## src/rtl/pwa_pkg.sv

```systemverilog
`timescale 1ns / 1ps
package pwa_pkg;

    localparam int MAX_CHANNELS = 4;
    localparam int CHANNEL_BITS = 8;
    localparam int NUM_BITS     = 2 * CHANNEL_BITS + 1;
    localparam int STEP_BITS    = 3;

    // configuration register indexes
    localparam logic [2:0] REG_NORMALIZE_ENABLE  = 3'd0;
    localparam logic [2:0] REG_BRIGHTNESS_OFFSET = 3'd1;
    localparam logic [2:0] REG_COLOR_MODEL       = 3'd2;
    localparam logic [2:0] REG_CHANNEL_LOWS      = 3'd3;
    localparam logic [2:0] REG_CHANNEL_HIGHS     = 3'd4;
    localparam logic [2:0] REG_CHANNEL_COUNT     = 3'd5;

    localparam logic [1:0] MODEL_HSV = 2'd0;
    localparam logic [1:0] MODEL_HSL = 2'd1;

    localparam logic [0:0] REQ_MEASURE = 1'b0;
    localparam logic [0:0] REQ_APPLY   = 1'b1;

    typedef enum logic [1:0] {
        ST_IDLE,
        ST_MUL,
        ST_DIV,
        ST_DONE
    } pwa_state_t;

    typedef struct packed {
        logic                 measure;
        logic                 first;
        logic                 load;
        logic                 mul;
        logic                 div;
        logic [STEP_BITS-1:0] step;
    } pwa_ctrl_t;

endpackage

```

## src/rtl/pwa_lane.sv

```systemverilog
`timescale 1ns / 1ps
module pwa_lane (
    input  logic                  aclk,
    input  logic                  aresetn,
    input  pwa_pkg::pwa_ctrl_t    ctrl,
    input  logic [7:0]            pix,
    input  logic [7:0]            lo,
    input  logic [7:0]            hi,
    input  logic                  normalize,
    input  logic signed [8:0]     offset,
    input  logic                  bright_en,
    input  logic                  lane_en,
    output logic [7:0]            result
);

    logic [7:0] min_reg, min_next;
    logic [7:0] max_reg, max_next;
    logic [7:0] dmin_reg, a_reg, d_reg, span_reg, win_reg, quo_reg;
    logic       flat_reg;
    logic [pwa_pkg::NUM_BITS-1:0] num_reg;

    logic [7:0]  dmin, dmax, vc, win;
    logic [15:0] prod;
    logic [pwa_pkg::NUM_BITS-1:0] shifted;
    logic [7:0]  v;
    logic signed [10:0] sum;

    // running frame extremes
    always_comb begin
        min_next = min_reg;
        max_next = max_reg;
        if (ctrl.measure) begin
            if (ctrl.first) begin
                min_next = pix;
                max_next = pix;
            end else begin
                if (pix < min_reg) min_next = pix;
                if (pix > max_reg) max_next = pix;
            end
        end
    end

    always_ff @(posedge aclk) begin
        if (!aresetn) begin
            min_reg <= 8'hff;
            max_reg <= 8'h00;
        end else begin
            min_reg <= min_next;
            max_reg <= max_next;
        end
    end

    always_comb begin
        dmin = (lo < hi) ? lo : hi;
        dmax = (lo < hi) ? hi : lo;
        if (pix < min_reg)      vc = min_reg;
        else if (pix > max_reg) vc = max_reg;
        else                    vc = pix;
        win     = (pix > lo && pix <= hi) ? pix : 8'd0;
        prod    = a_reg * d_reg;
        shifted = pwa_pkg::NUM_BITS'({8'd0, span_reg, 1'b0} << ctrl.step);
    end

    // operand load, span multiply and restoring divide, one quotient bit a cycle
    always_ff @(posedge aclk) begin
        if (ctrl.load) begin
            dmin_reg <= dmin;
            a_reg    <= vc - min_reg;
            d_reg    <= dmax - dmin;
            span_reg <= max_reg - min_reg;
            flat_reg <= (max_reg <= min_reg);
            win_reg  <= win;
        end
        if (ctrl.mul) begin
            num_reg <= {prod, 1'b0} + {9'd0, span_reg};
            quo_reg <= 8'd0;
        end
        if (ctrl.div && num_reg >= shifted) begin
            num_reg             <= num_reg - shifted;
            quo_reg[ctrl.step]  <= 1'b1;
        end
    end

    always_comb begin
        if (!normalize)    v = win_reg;
        else if (flat_reg) v = dmin_reg;
        else               v = dmin_reg + quo_reg;
        sum = $signed({3'b000, v}) + $signed({{2{offset[8]}}, offset});
        if (!lane_en)                result = 8'd0;
        else if (!bright_en)         result = v;
        else if (sum < 0)            result = 8'd0;
        else if (sum > 11'sd255)     result = 8'hff;
        else                         result = sum[7:0];
    end

endmodule

```

## src/rtl/pixel_channel_window_adjust_unit.sv

```systemverilog
`timescale 1ns / 1ps
// Per-channel pixel adjust on four 8-bit lanes. Measure words (req_type 0)
// return nothing and update each lane's frame min and max; first_of_frame
// restarts them. Apply words (req_type 1) capture their operands at the
// accepting edge and return one word after a span multiply, the per-lane
// restoring divider (one quotient bit a cycle) and a hand-off to the output
// register. The input is ready again right after the hand-off, so no new
// word is taken while an apply word is in flight. The next word is accepted
// as soon as the result sits in the output register, even while it still
// waits for m_ready. Window mode keeps a channel in (low, high], otherwise
// 0; normalize mode maps [min, max] onto the bounds with round half up.
// Brightness saturates at 0 and 255 and skips channels 1 and 2 for HSV and
// HSL. Channels at or above channel_count read 0; a count of zero acts as
// one. Configuration must be written with cfg_wr_en while the block is
// idle; the user must ensure this, as the block does not enforce it.
module pixel_channel_window_adjust_unit (
    input  logic        aclk,
    input  logic        aresetn,
    input  logic        cfg_wr_en,
    input  logic [2:0]  cfg_index,
    input  logic [31:0] cfg_wr_data,
    input  logic        s_valid,
    output logic        s_ready,
    input  logic        s_req_type,
    input  logic        s_first_of_frame,
    input  logic [31:0] s_pixel_in,
    output logic        m_valid,
    input  logic        m_ready,
    output logic [31:0] m_pixel_out
);

    // configuration registers
    logic              normalize_enable_reg;
    logic signed [8:0] brightness_offset_reg;
    logic [1:0]        color_model_reg;
    logic [31:0]       channel_lows_reg;
    logic [31:0]       channel_highs_reg;
    logic [2:0]        channel_count_reg;

    pwa_pkg::pwa_state_t state_reg, state_next;
    logic [pwa_pkg::STEP_BITS-1:0] step_reg, step_next;
    logic        m_valid_reg, m_valid_next;
    logic [31:0] m_pixel_out_reg, m_pixel_out_next;

    pwa_pkg::pwa_ctrl_t ctrl;
    logic        accept;
    logic        out_free;
    logic [2:0]  count_eff;
    logic [31:0] lanes_word;

    always_ff @(posedge aclk) begin
        if (!aresetn) begin
            normalize_enable_reg  <= 1'b0;
            brightness_offset_reg <= 9'sd0;
            color_model_reg       <= 2'd0;
            channel_lows_reg      <= 32'h0000_0000;
            channel_highs_reg     <= 32'hffff_ffff;
            channel_count_reg     <= 3'd3;
        end else if (cfg_wr_en) begin
            case (cfg_index)
                pwa_pkg::REG_NORMALIZE_ENABLE:  normalize_enable_reg  <= cfg_wr_data[0];
                pwa_pkg::REG_BRIGHTNESS_OFFSET: brightness_offset_reg <= cfg_wr_data[8:0];
                pwa_pkg::REG_COLOR_MODEL:       color_model_reg       <= cfg_wr_data[1:0];
                pwa_pkg::REG_CHANNEL_LOWS:      channel_lows_reg      <= cfg_wr_data;
                pwa_pkg::REG_CHANNEL_HIGHS:     channel_highs_reg     <= cfg_wr_data;
                pwa_pkg::REG_CHANNEL_COUNT:     channel_count_reg     <= cfg_wr_data[2:0];
                default: ;
            endcase
        end
    end

    assign accept   = s_valid && s_ready;
    assign out_free = !m_valid_reg || m_ready;

    // zero channels act as one, anything past the lanes is clamped
    always_comb begin
        if (channel_count_reg == 3'd0)
            count_eff = 3'd1;
        else if (channel_count_reg > 3'(pwa_pkg::MAX_CHANNELS))
            count_eff = 3'(pwa_pkg::MAX_CHANNELS);
        else
            count_eff = channel_count_reg;
    end

    // next state
    always_comb begin
        state_next = state_reg;
        step_next  = step_reg;
        case (state_reg)
            pwa_pkg::ST_IDLE: begin
                if (accept && s_req_type == pwa_pkg::REQ_APPLY)
                    state_next = pwa_pkg::ST_MUL;
            end
            pwa_pkg::ST_MUL: begin
                state_next = pwa_pkg::ST_DIV;
                step_next  = '1;
            end
            pwa_pkg::ST_DIV: begin
                step_next = step_reg - 1'b1;
                if (step_reg == '0)
                    state_next = pwa_pkg::ST_DONE;
            end
            pwa_pkg::ST_DONE: begin
                if (out_free)
                    state_next = pwa_pkg::ST_IDLE;
            end
            default: state_next = pwa_pkg::ST_IDLE;
        endcase
    end

    // outputs of the sequencer
    always_comb begin
        s_ready      = (state_reg == pwa_pkg::ST_IDLE);
        ctrl.measure = accept && s_req_type == pwa_pkg::REQ_MEASURE;
        ctrl.first   = s_first_of_frame;
        ctrl.load    = accept && s_req_type == pwa_pkg::REQ_APPLY;
        ctrl.mul     = (state_reg == pwa_pkg::ST_MUL);
        ctrl.div     = (state_reg == pwa_pkg::ST_DIV);
        ctrl.step    = step_reg;
    end

    // channel lanes
    for (genvar i = 0; i < pwa_pkg::MAX_CHANNELS; i++) begin : g_lane
        localparam int LO = i * pwa_pkg::CHANNEL_BITS;
        logic bright_en;
        assign bright_en = !((color_model_reg == pwa_pkg::MODEL_HSV ||
                              color_model_reg == pwa_pkg::MODEL_HSL) && (i == 1 || i == 2));
        pwa_lane u_lane (
            .aclk      (aclk),
            .aresetn   (aresetn),
            .ctrl      (ctrl),
            .pix       (s_pixel_in[LO +: 8]),
            .lo        (channel_lows_reg[LO +: 8]),
            .hi        (channel_highs_reg[LO +: 8]),
            .normalize (normalize_enable_reg),
            .offset    (brightness_offset_reg),
            .bright_en (bright_en),
            .lane_en   (3'(i) < count_eff),
            .result    (lanes_word[LO +: 8])
        );
    end

    // output register merges the lanes
    always_comb begin
        m_valid_next     = m_valid_reg;
        m_pixel_out_next = m_pixel_out_reg;
        if (m_valid_reg && m_ready)
            m_valid_next = 1'b0;
        if (state_reg == pwa_pkg::ST_DONE && out_free) begin
            m_valid_next     = 1'b1;
            m_pixel_out_next = lanes_word;
        end
    end

    always_ff @(posedge aclk) begin
        if (!aresetn) begin
            state_reg   <= pwa_pkg::ST_IDLE;
            step_reg    <= '0;
            m_valid_reg <= 1'b0;
        end else begin
            state_reg   <= state_next;
            step_reg    <= step_next;
            m_valid_reg <= m_valid_next;
        end
    end

    always_ff @(posedge aclk) begin
        m_pixel_out_reg <= m_pixel_out_next;
    end

    assign m_valid     = m_valid_reg;
    assign m_pixel_out = m_pixel_out_reg;

`ifndef SYNTHESIS
    // an apply word blocks the input until its result is handed over
    a_apply_blocks: assert property (@(posedge aclk) disable iff (!aresetn)
        accept && s_req_type == pwa_pkg::REQ_APPLY |=> !s_ready)
        else $error("input still ready after apply word");

    // a measure word never starts the divider
    a_measure_idle: assert property (@(posedge aclk) disable iff (!aresetn)
        accept && s_req_type == pwa_pkg::REQ_MEASURE |=> state_reg == pwa_pkg::ST_IDLE)
        else $error("measure word left idle");

    // last divide step leads to hand-off
    a_div_done: assert property (@(posedge aclk) disable iff (!aresetn)
        state_reg == pwa_pkg::ST_DIV && step_reg == '0 |=> state_reg == pwa_pkg::ST_DONE)
        else $error("divider did not finish");
`endif

endmodule

```

## config.mk

```make
export PLATFORM = sky130hd
export DESIGN_NAME = pixel_channel_window_adjust_unit
export DESIGN_NICKNAME = d
export VERILOG_FILES = /design/src/rtl/pwa_pkg.sv /design/src/rtl/pwa_lane.sv /design/src/rtl/pixel_channel_window_adjust_unit.sv
export SDC_FILE = /design/constraint.sdc
export NUM_CORES = 2
export LEC_CHECK = 0
export BUFFER_PORTS_ARGS = -buffer_cell sky130_fd_sc_hd__buf_2
export CORE_MARGIN = 10
export CORE_UTILIZATION = 55
export CTS_CLUSTER_DIAMETER = 150
export DETAILED_ROUTE_END_ITERATION = 12
export GPL_ROUTABILITY_DRIVEN = 1
export HOLD_SLACK_MARGIN = 0.1
export PLACE_DENSITY = 0.83
export REMOVE_ABC_BUFFERS = 1
export SLEW_MARGIN = 15
export SYNTH_ARGS = -nofsm -noshare
export SYNTH_HDL_FRONTEND = slang
export SYNTH_HIERARCHICAL = 1
export SYNTH_SLANG_ARGS = --single-unit
```

## constraint.sdc

```tcl
create_clock -name aclk -period 14.5 [get_ports aclk]
set_clock_uncertainty 0.2 [all_clocks]
set_input_delay 1.45 -clock aclk [delete_from_list [all_inputs] [get_ports aclk]]
set_output_delay 1.45 -clock aclk [all_outputs]
set_load 0.01 [all_outputs]
```

### Yosys cells after proc, flatten, opt, wreduce, memory -nomap -nowiden

Cells that the tools add are included.

* $add $sub $neg: 29
* $mul: 4
* magnitude comparators: 43
* equal/unequal tests: 12
* shifts and indexed selects: 4
* muxes and demuxes: 75
* bitwise operators: 7
* reductions and logical operators: 53

Operators by type and width (number)
* $mux W8: 56
* $mux W17: 8
* $sub A8 B8 Y8: 12
* $add A17 B8 Y17: 4
* $ge A17 B17 Y1: 4
* $shl A9 B3 Y17: 4
* $sub A17 B17 Y17: 4
* $gt A8 B8 Y1: 8
* $le A8 B8 Y1: 8
* $lt A8 B8 Y1: 8
* $mul A8 B8 Y16: 4
* $add A9 B9 Y10: 4
* $gt A10 B9 Y1 const B: 4
* $lt A10 B1 Y1 const B: 4
* $add A8 B8 Y8: 4
* $or A8 B8 Y8: 4
* $reduce_and A2 Y1: 14
* $reduce_bool A2 Y1: 14
* $logic_and A1 B1 Y1: 14
* $logic_not A3 Y1: 3
* $pmux W2 S4: 1
* $eq A3 B2 Y1 const B: 2
* $eq A3 B3 Y1 const B: 2
* $lt A1 B3 Y1 const A: 2
* 21 further kinds: 35

* register bits: 445
* word-level logic and storage cells: 280

### Longest topological paths before layout

* word-level depth: 8
* depth in mapped cells: 23
* mapped depth without buffers: 23

### Hierarchy

The synthesis kept the hierarchy.

By module, submodules not included
* pwa_lane (g_lane[1].u_lane): instances 1, cells each 1078, area each 9480.3 um^2, seq. area each 2222.1 um^2
* pwa_lane (g_lane[3].u_lane): instances 1, cells each 1057, area each 9435.3 um^2, seq. area each 2192.1 um^2
* pwa_lane (g_lane[0].u_lane): instances 1, cells each 1062, area each 9421.5 um^2, seq. area each 2192.1 um^2
* pwa_lane (g_lane[2].u_lane): instances 1, cells each 1081, area each 9396.5 um^2, seq. area each 2192.1 um^2
* pixel_channel_window_adjust_unit: instances 1, cells each 416, area each 4359.2 um^2, seq. area each 2642.5 um^2

### Worst setup path before layout

Ideal clock, no wire load.

* path type: input to register
* start: in s_req_type
* end: reg g_lane[0].u_lane.a_reg[0] (enable)
* arrival: 4.721 ns
* data required time: 13.784 ns
* path slack: 9.063 ns
* stages on the path: 2
* path buffers: 0
* path through: nand3_1 inv_1

RTL lines
* from (decl): RTL line pixel_channel_window_adjust_unit.sv:24 `input logic s_req_type,`
* to (signal assigned): RTL line pwa_lane.sv:68 `a_reg <= vc - min_reg;`
* to (decl): RTL line pwa_lane.sv:18 `logic [7:0] dmin_reg, a_reg, d_reg, span_reg, win_reg, quo_reg;`

### Worst setup path in the final report

* start: reg g_lane[0].u_lane.a_reg[3]
* end: reg g_lane[0].u_lane/num_reg[15] (netlist bit) (data pin)

* cells in the longest elaborated chain, start to end: 4

RTL lines
* $mul A8 B8 Y16: RTL line pwa_lane.sv:60 `prod = a_reg * d_reg;`
* $add A17 B8 Y17: RTL line pwa_lane.sv:75 `num_reg <= {prod, 1'b0} + {9'd0, span_reg};`
* $mux W17: RTL line pwa_lane.sv:74 `if (ctrl.mul) begin`
* $mux W17: RTL line pwa_lane.sv:78 `if (ctrl.div && num_reg >= shifted) begin`
* to (signal assigned): RTL line pwa_lane.sv:75
* to (signal assigned): RTL line pwa_lane.sv:79 `num_reg <= num_reg - shifted;`
* to (decl): RTL line pwa_lane.sv:20 `logic [pwa_pkg::NUM_BITS-1:0] num_reg;`

Every way passes these cells. The select of a mux whose other input is x is not followed.
A chain may end at the register's enable or synchronous reset.

==> flow_metrics.tcl <==
set metrics [dict create \
    grt_max_degree 91 \
    grt_util_met1_pct 31.6 \
    htreeDepth 2 \
    overflow 0 \
    r2r_end "g_lane[0].u_lane/num_reg[15]" \
    postCtsResizedCells 0 \
    status "finished clean" \
    antenna_found_initial 10 \
    synth_edf_count 261 \
    cts-root-buf "clkbuf_16" \
    dr.pass1.iters 6 \
    ys_seq_elements 441 \
    synth_warnings 6 \
    hold_violations 0 \
    finalSetupTns_ns 0 \
    cts_setup_buffers 0 \
    min_period_over_period_pct 38.8 \
    via_per_inst 5.78 \
    wire_per_inst_microns 17.8 \
    cts_tree "yes" \
    regToRegSetupSlack_ns 8.88 \
    yosysSeqAreaShare_pct 27.2 \
    die-area_sq_um 88000 \
    met2_usage_pct 37.4 \
    setup_violations 0 \
    worst-path-max-fanout 8 \
    period_needed_ns 5.62 \
    worst_path_max_delay_cell "fa_1" \
    async_reset_ff_share_pct 0 \
    numClockSinks 441 \
    slew_violations 0 \
    worstSetupEndpoint "g_lane[0].u_lane/num_reg[15]" \
    io_pins 108 \
    cpPeakStageDelay_ns 0.56 \
    die_h_microns 297 \
    routabilityCongestion 0.927 \
    clock_latency_ns 0.61 \
    remaining_drc_errors 0 \
    drt_iter0_drc 2433 \
    die_w_microns 297 \
    core_region_area_sq_um 75900 \
    postRouteAntennaNets 0 \
    rsz0062_at_grt "false" \
    syn_to_final_growth_pct 7.64 \
    synthFlopType "edfxtp_1" \
    hpwl_mm 79.6 \
    synth_cell_types 128 \
    drive_gt1_share_pct 8.09 \
    grt_pass1_vias 33214 \
    placed_cells 5745 \
    cts_hold_buf 0 \
    critPathLaunchType "flip-flop" \
    cp.required_ns 14.65 \
    holdWs_ns 0.273 \
    synth.avg_cell_area_sq_um 8.97 \
    ctsLongestPathBuffers 3 \
    grt_util_met3_pct 5.09 \
    crit_type "flip-flop to flip-flop" \
    grt-busiest-layer "met2" \
    fmax_ghz 0.178 \
    worst_r2r_path_depth 18 \
    placementRows 101 \
    cp-end-kind "flip-flop" \
    r2r-start "g_lane[0].u_lane/a_reg[3]" \
    hp-class "flip-flop to flip-flop" \
    path_clk_slew_ns 0.07 \
    slew_headroom_pct 26.9 \
    cts_made_buffers 51 \
    crit_chain "and2_1 > fa_1 > inv_1 > fa_1 > inv_1 > fa_1 > inv_1 > fa_1 > inv_1 > ha_1 > a2111oi_4 > o21ai_1 > and3_1 > nor3_2 > nor4b_4 > nand3_1 > xor2_1 > mux2i_1" \
    grt_usage_pct 23.5 \
    numPortBuffers 107 \
    wl_mm 104 \
    stdcell_count 5842 \
    syn_area_sq_um 42100 \
    initial_utilization_pct 55.4 \
    critPathLaunch "g_lane[0].u_lane/a_reg[3]" \
    maxCapViolations 0 \
    grt_first_pass_wirelength_mm 169 \
    cp.arrival_ns 5.77 \
    vias 33758 \
    synth_cells 4694 \
    worstMarginPinSlew_ns 1.09 \
    largest_reg_flops 65 \
    hold_path_startpoint "channel_highs_reg[14]" \
    fin_nets 5532 \
]
worst max-delay path, delay by kind of cell, from the launching register on:
| family | cells | cell delay [ns] |
|---|---|---|
| compound gates | 2 | 0.59 |
| flops | 1 | 0.50 |
| buf+inv | 4 | 0.22 |
| fa+ha+maj | 5 | 2.48 |
| xor+xnor | 1 | 0.22 |
| simple gates | 5 | 1.03 |
| mux | 1 | 0.11 |
cells in the mapped netlist (17+ instances only):
cell type / instances / area share [%]
inv_1: 532 / 4.7
ha_1: 526 / 16
nand2_1: 494 / 4.4
a21oi_1: 278 / 3.3
edfxtp_1: 261 / 19
and2_1: 251 / 3.7
nor2_1: 235 / 2.1
o21ai_0: 231 / 2.7
dfxtp_1: 180 / 8.6
xnor2_1: 166 / 3.5
fa_1: 164 / 7.8
mux2i_1: 112 / 2.7
nand3_1: 98 / 1.2
a21o_1: 91 / 1.6
nor2b_1: 88 / 1.3
xor2_1: 78 / 1.6
nand2b_1: 73 / 1.1
nor3_1: 60 / 0.71
clkbuf_1: 59 / 0.53
nand4_1: 45 / 0.67
o211ai_1: 43 / 0.77
o22ai_1: 36 / 0.54
a21boi_2: 34 / 0.91
mux2_2: 33 / 0.88
o21ai_1: 29 / 0.34
a21boi_0: 28 / 0.50
or3_1: 26 / 0.39
o21a_1: 25 / 0.45
o21bai_1: 25 / 0.45
a211oi_1: 23 / 0.41
buf_2: 22 / 0.26
a31oi_1: 20 / 0.30
buf_1: 17 / 0.15
how the worst min path moves through the flow:
stage / endpoint / cells after the start
final: channel_highs_reg[14] / 2
after global routing: g_lane[1].u_lane/quo_reg[6] / 2
after CTS: g_lane[1].u_lane/quo_reg[6] / 2
after detailed placement: channel_highs_reg[26] / 2
after global placement: channel_highs_reg[25] / 2
after floorplan: g_lane[2].u_lane/quo_reg[3] / 2
per-stage QoR:
step | cell area, sq um | worst slack, ns | util (%)
after floorplan | 41500 | 9.06 | -
after detailed placement | 43500 | 8.91 | 57.3
after CTS | 45300 | 8.85 | 59.7
after global placement | 43500 | 8.98 | 57.3
final | 45300 | 8.88 | 59.7
after global routing | 45300 | 8.52 | 59.7
per-layer routing:
metal  up-vias  part of all wire, %
met4         8                  2.7
met3       195                  8.8
met1     15932                   44
met2      1126                   45
li1      16497                    -
met5         -                0.046
cells in the final DEF (no fill, tap or decap), types with 15 or more instances in the layout:
cell,count
inv_1,531
ha_1,526
nand2_1,494
a21oi_1,278
edfxtp_1,261
and2_1,251
nor2_1,235
o21ai_0,231
dfxtp_1,176
xnor2_1,166
fa_1,164
mux2i_1,112
buf_2,106
nand3_1,98
a21o_1,91
nor2b_1,87
xor2_1,78
nand2b_1,73
nor3_1,60
clkbuf_16,54
nand4_1,45
o211ai_1,43
o22ai_1,36
a21boi_2,34
mux2_2,33
o21ai_1,29
a21boi_0,28
or3_1,26
o21a_1,25
o21bai_1,25
a211oi_1,23
a31oi_1,20
buf_4,20
o32ai_1,16
conb_1,15
final cells by class:
type / count / area, sq um
antenna: 1 / 2.50
clock buffer: 62 / 1410
clock inverter: 34 / 370
fill: 6338 / 30600
inverter: 534 / 2010
multi-input combinational: 3614 / 28100
sequential: 441 / 11400
tap: 1030 / 1290
timing repair buffer: 126 / 681
cells by family after synthesis:
kind of cell    share of synthesized area [%]
mux                                      3.64
compound gates                           16.6
simple gates                             17.8
other cells                           0.00891
fa+ha+maj                                23.4
buf+inv                                  6.22
flops                                    27.2
xor+xnor                                 5.15
Power is not shown: default switching activity piles up to over one toggle a cycle in this logic, so the estimate is an artifact.
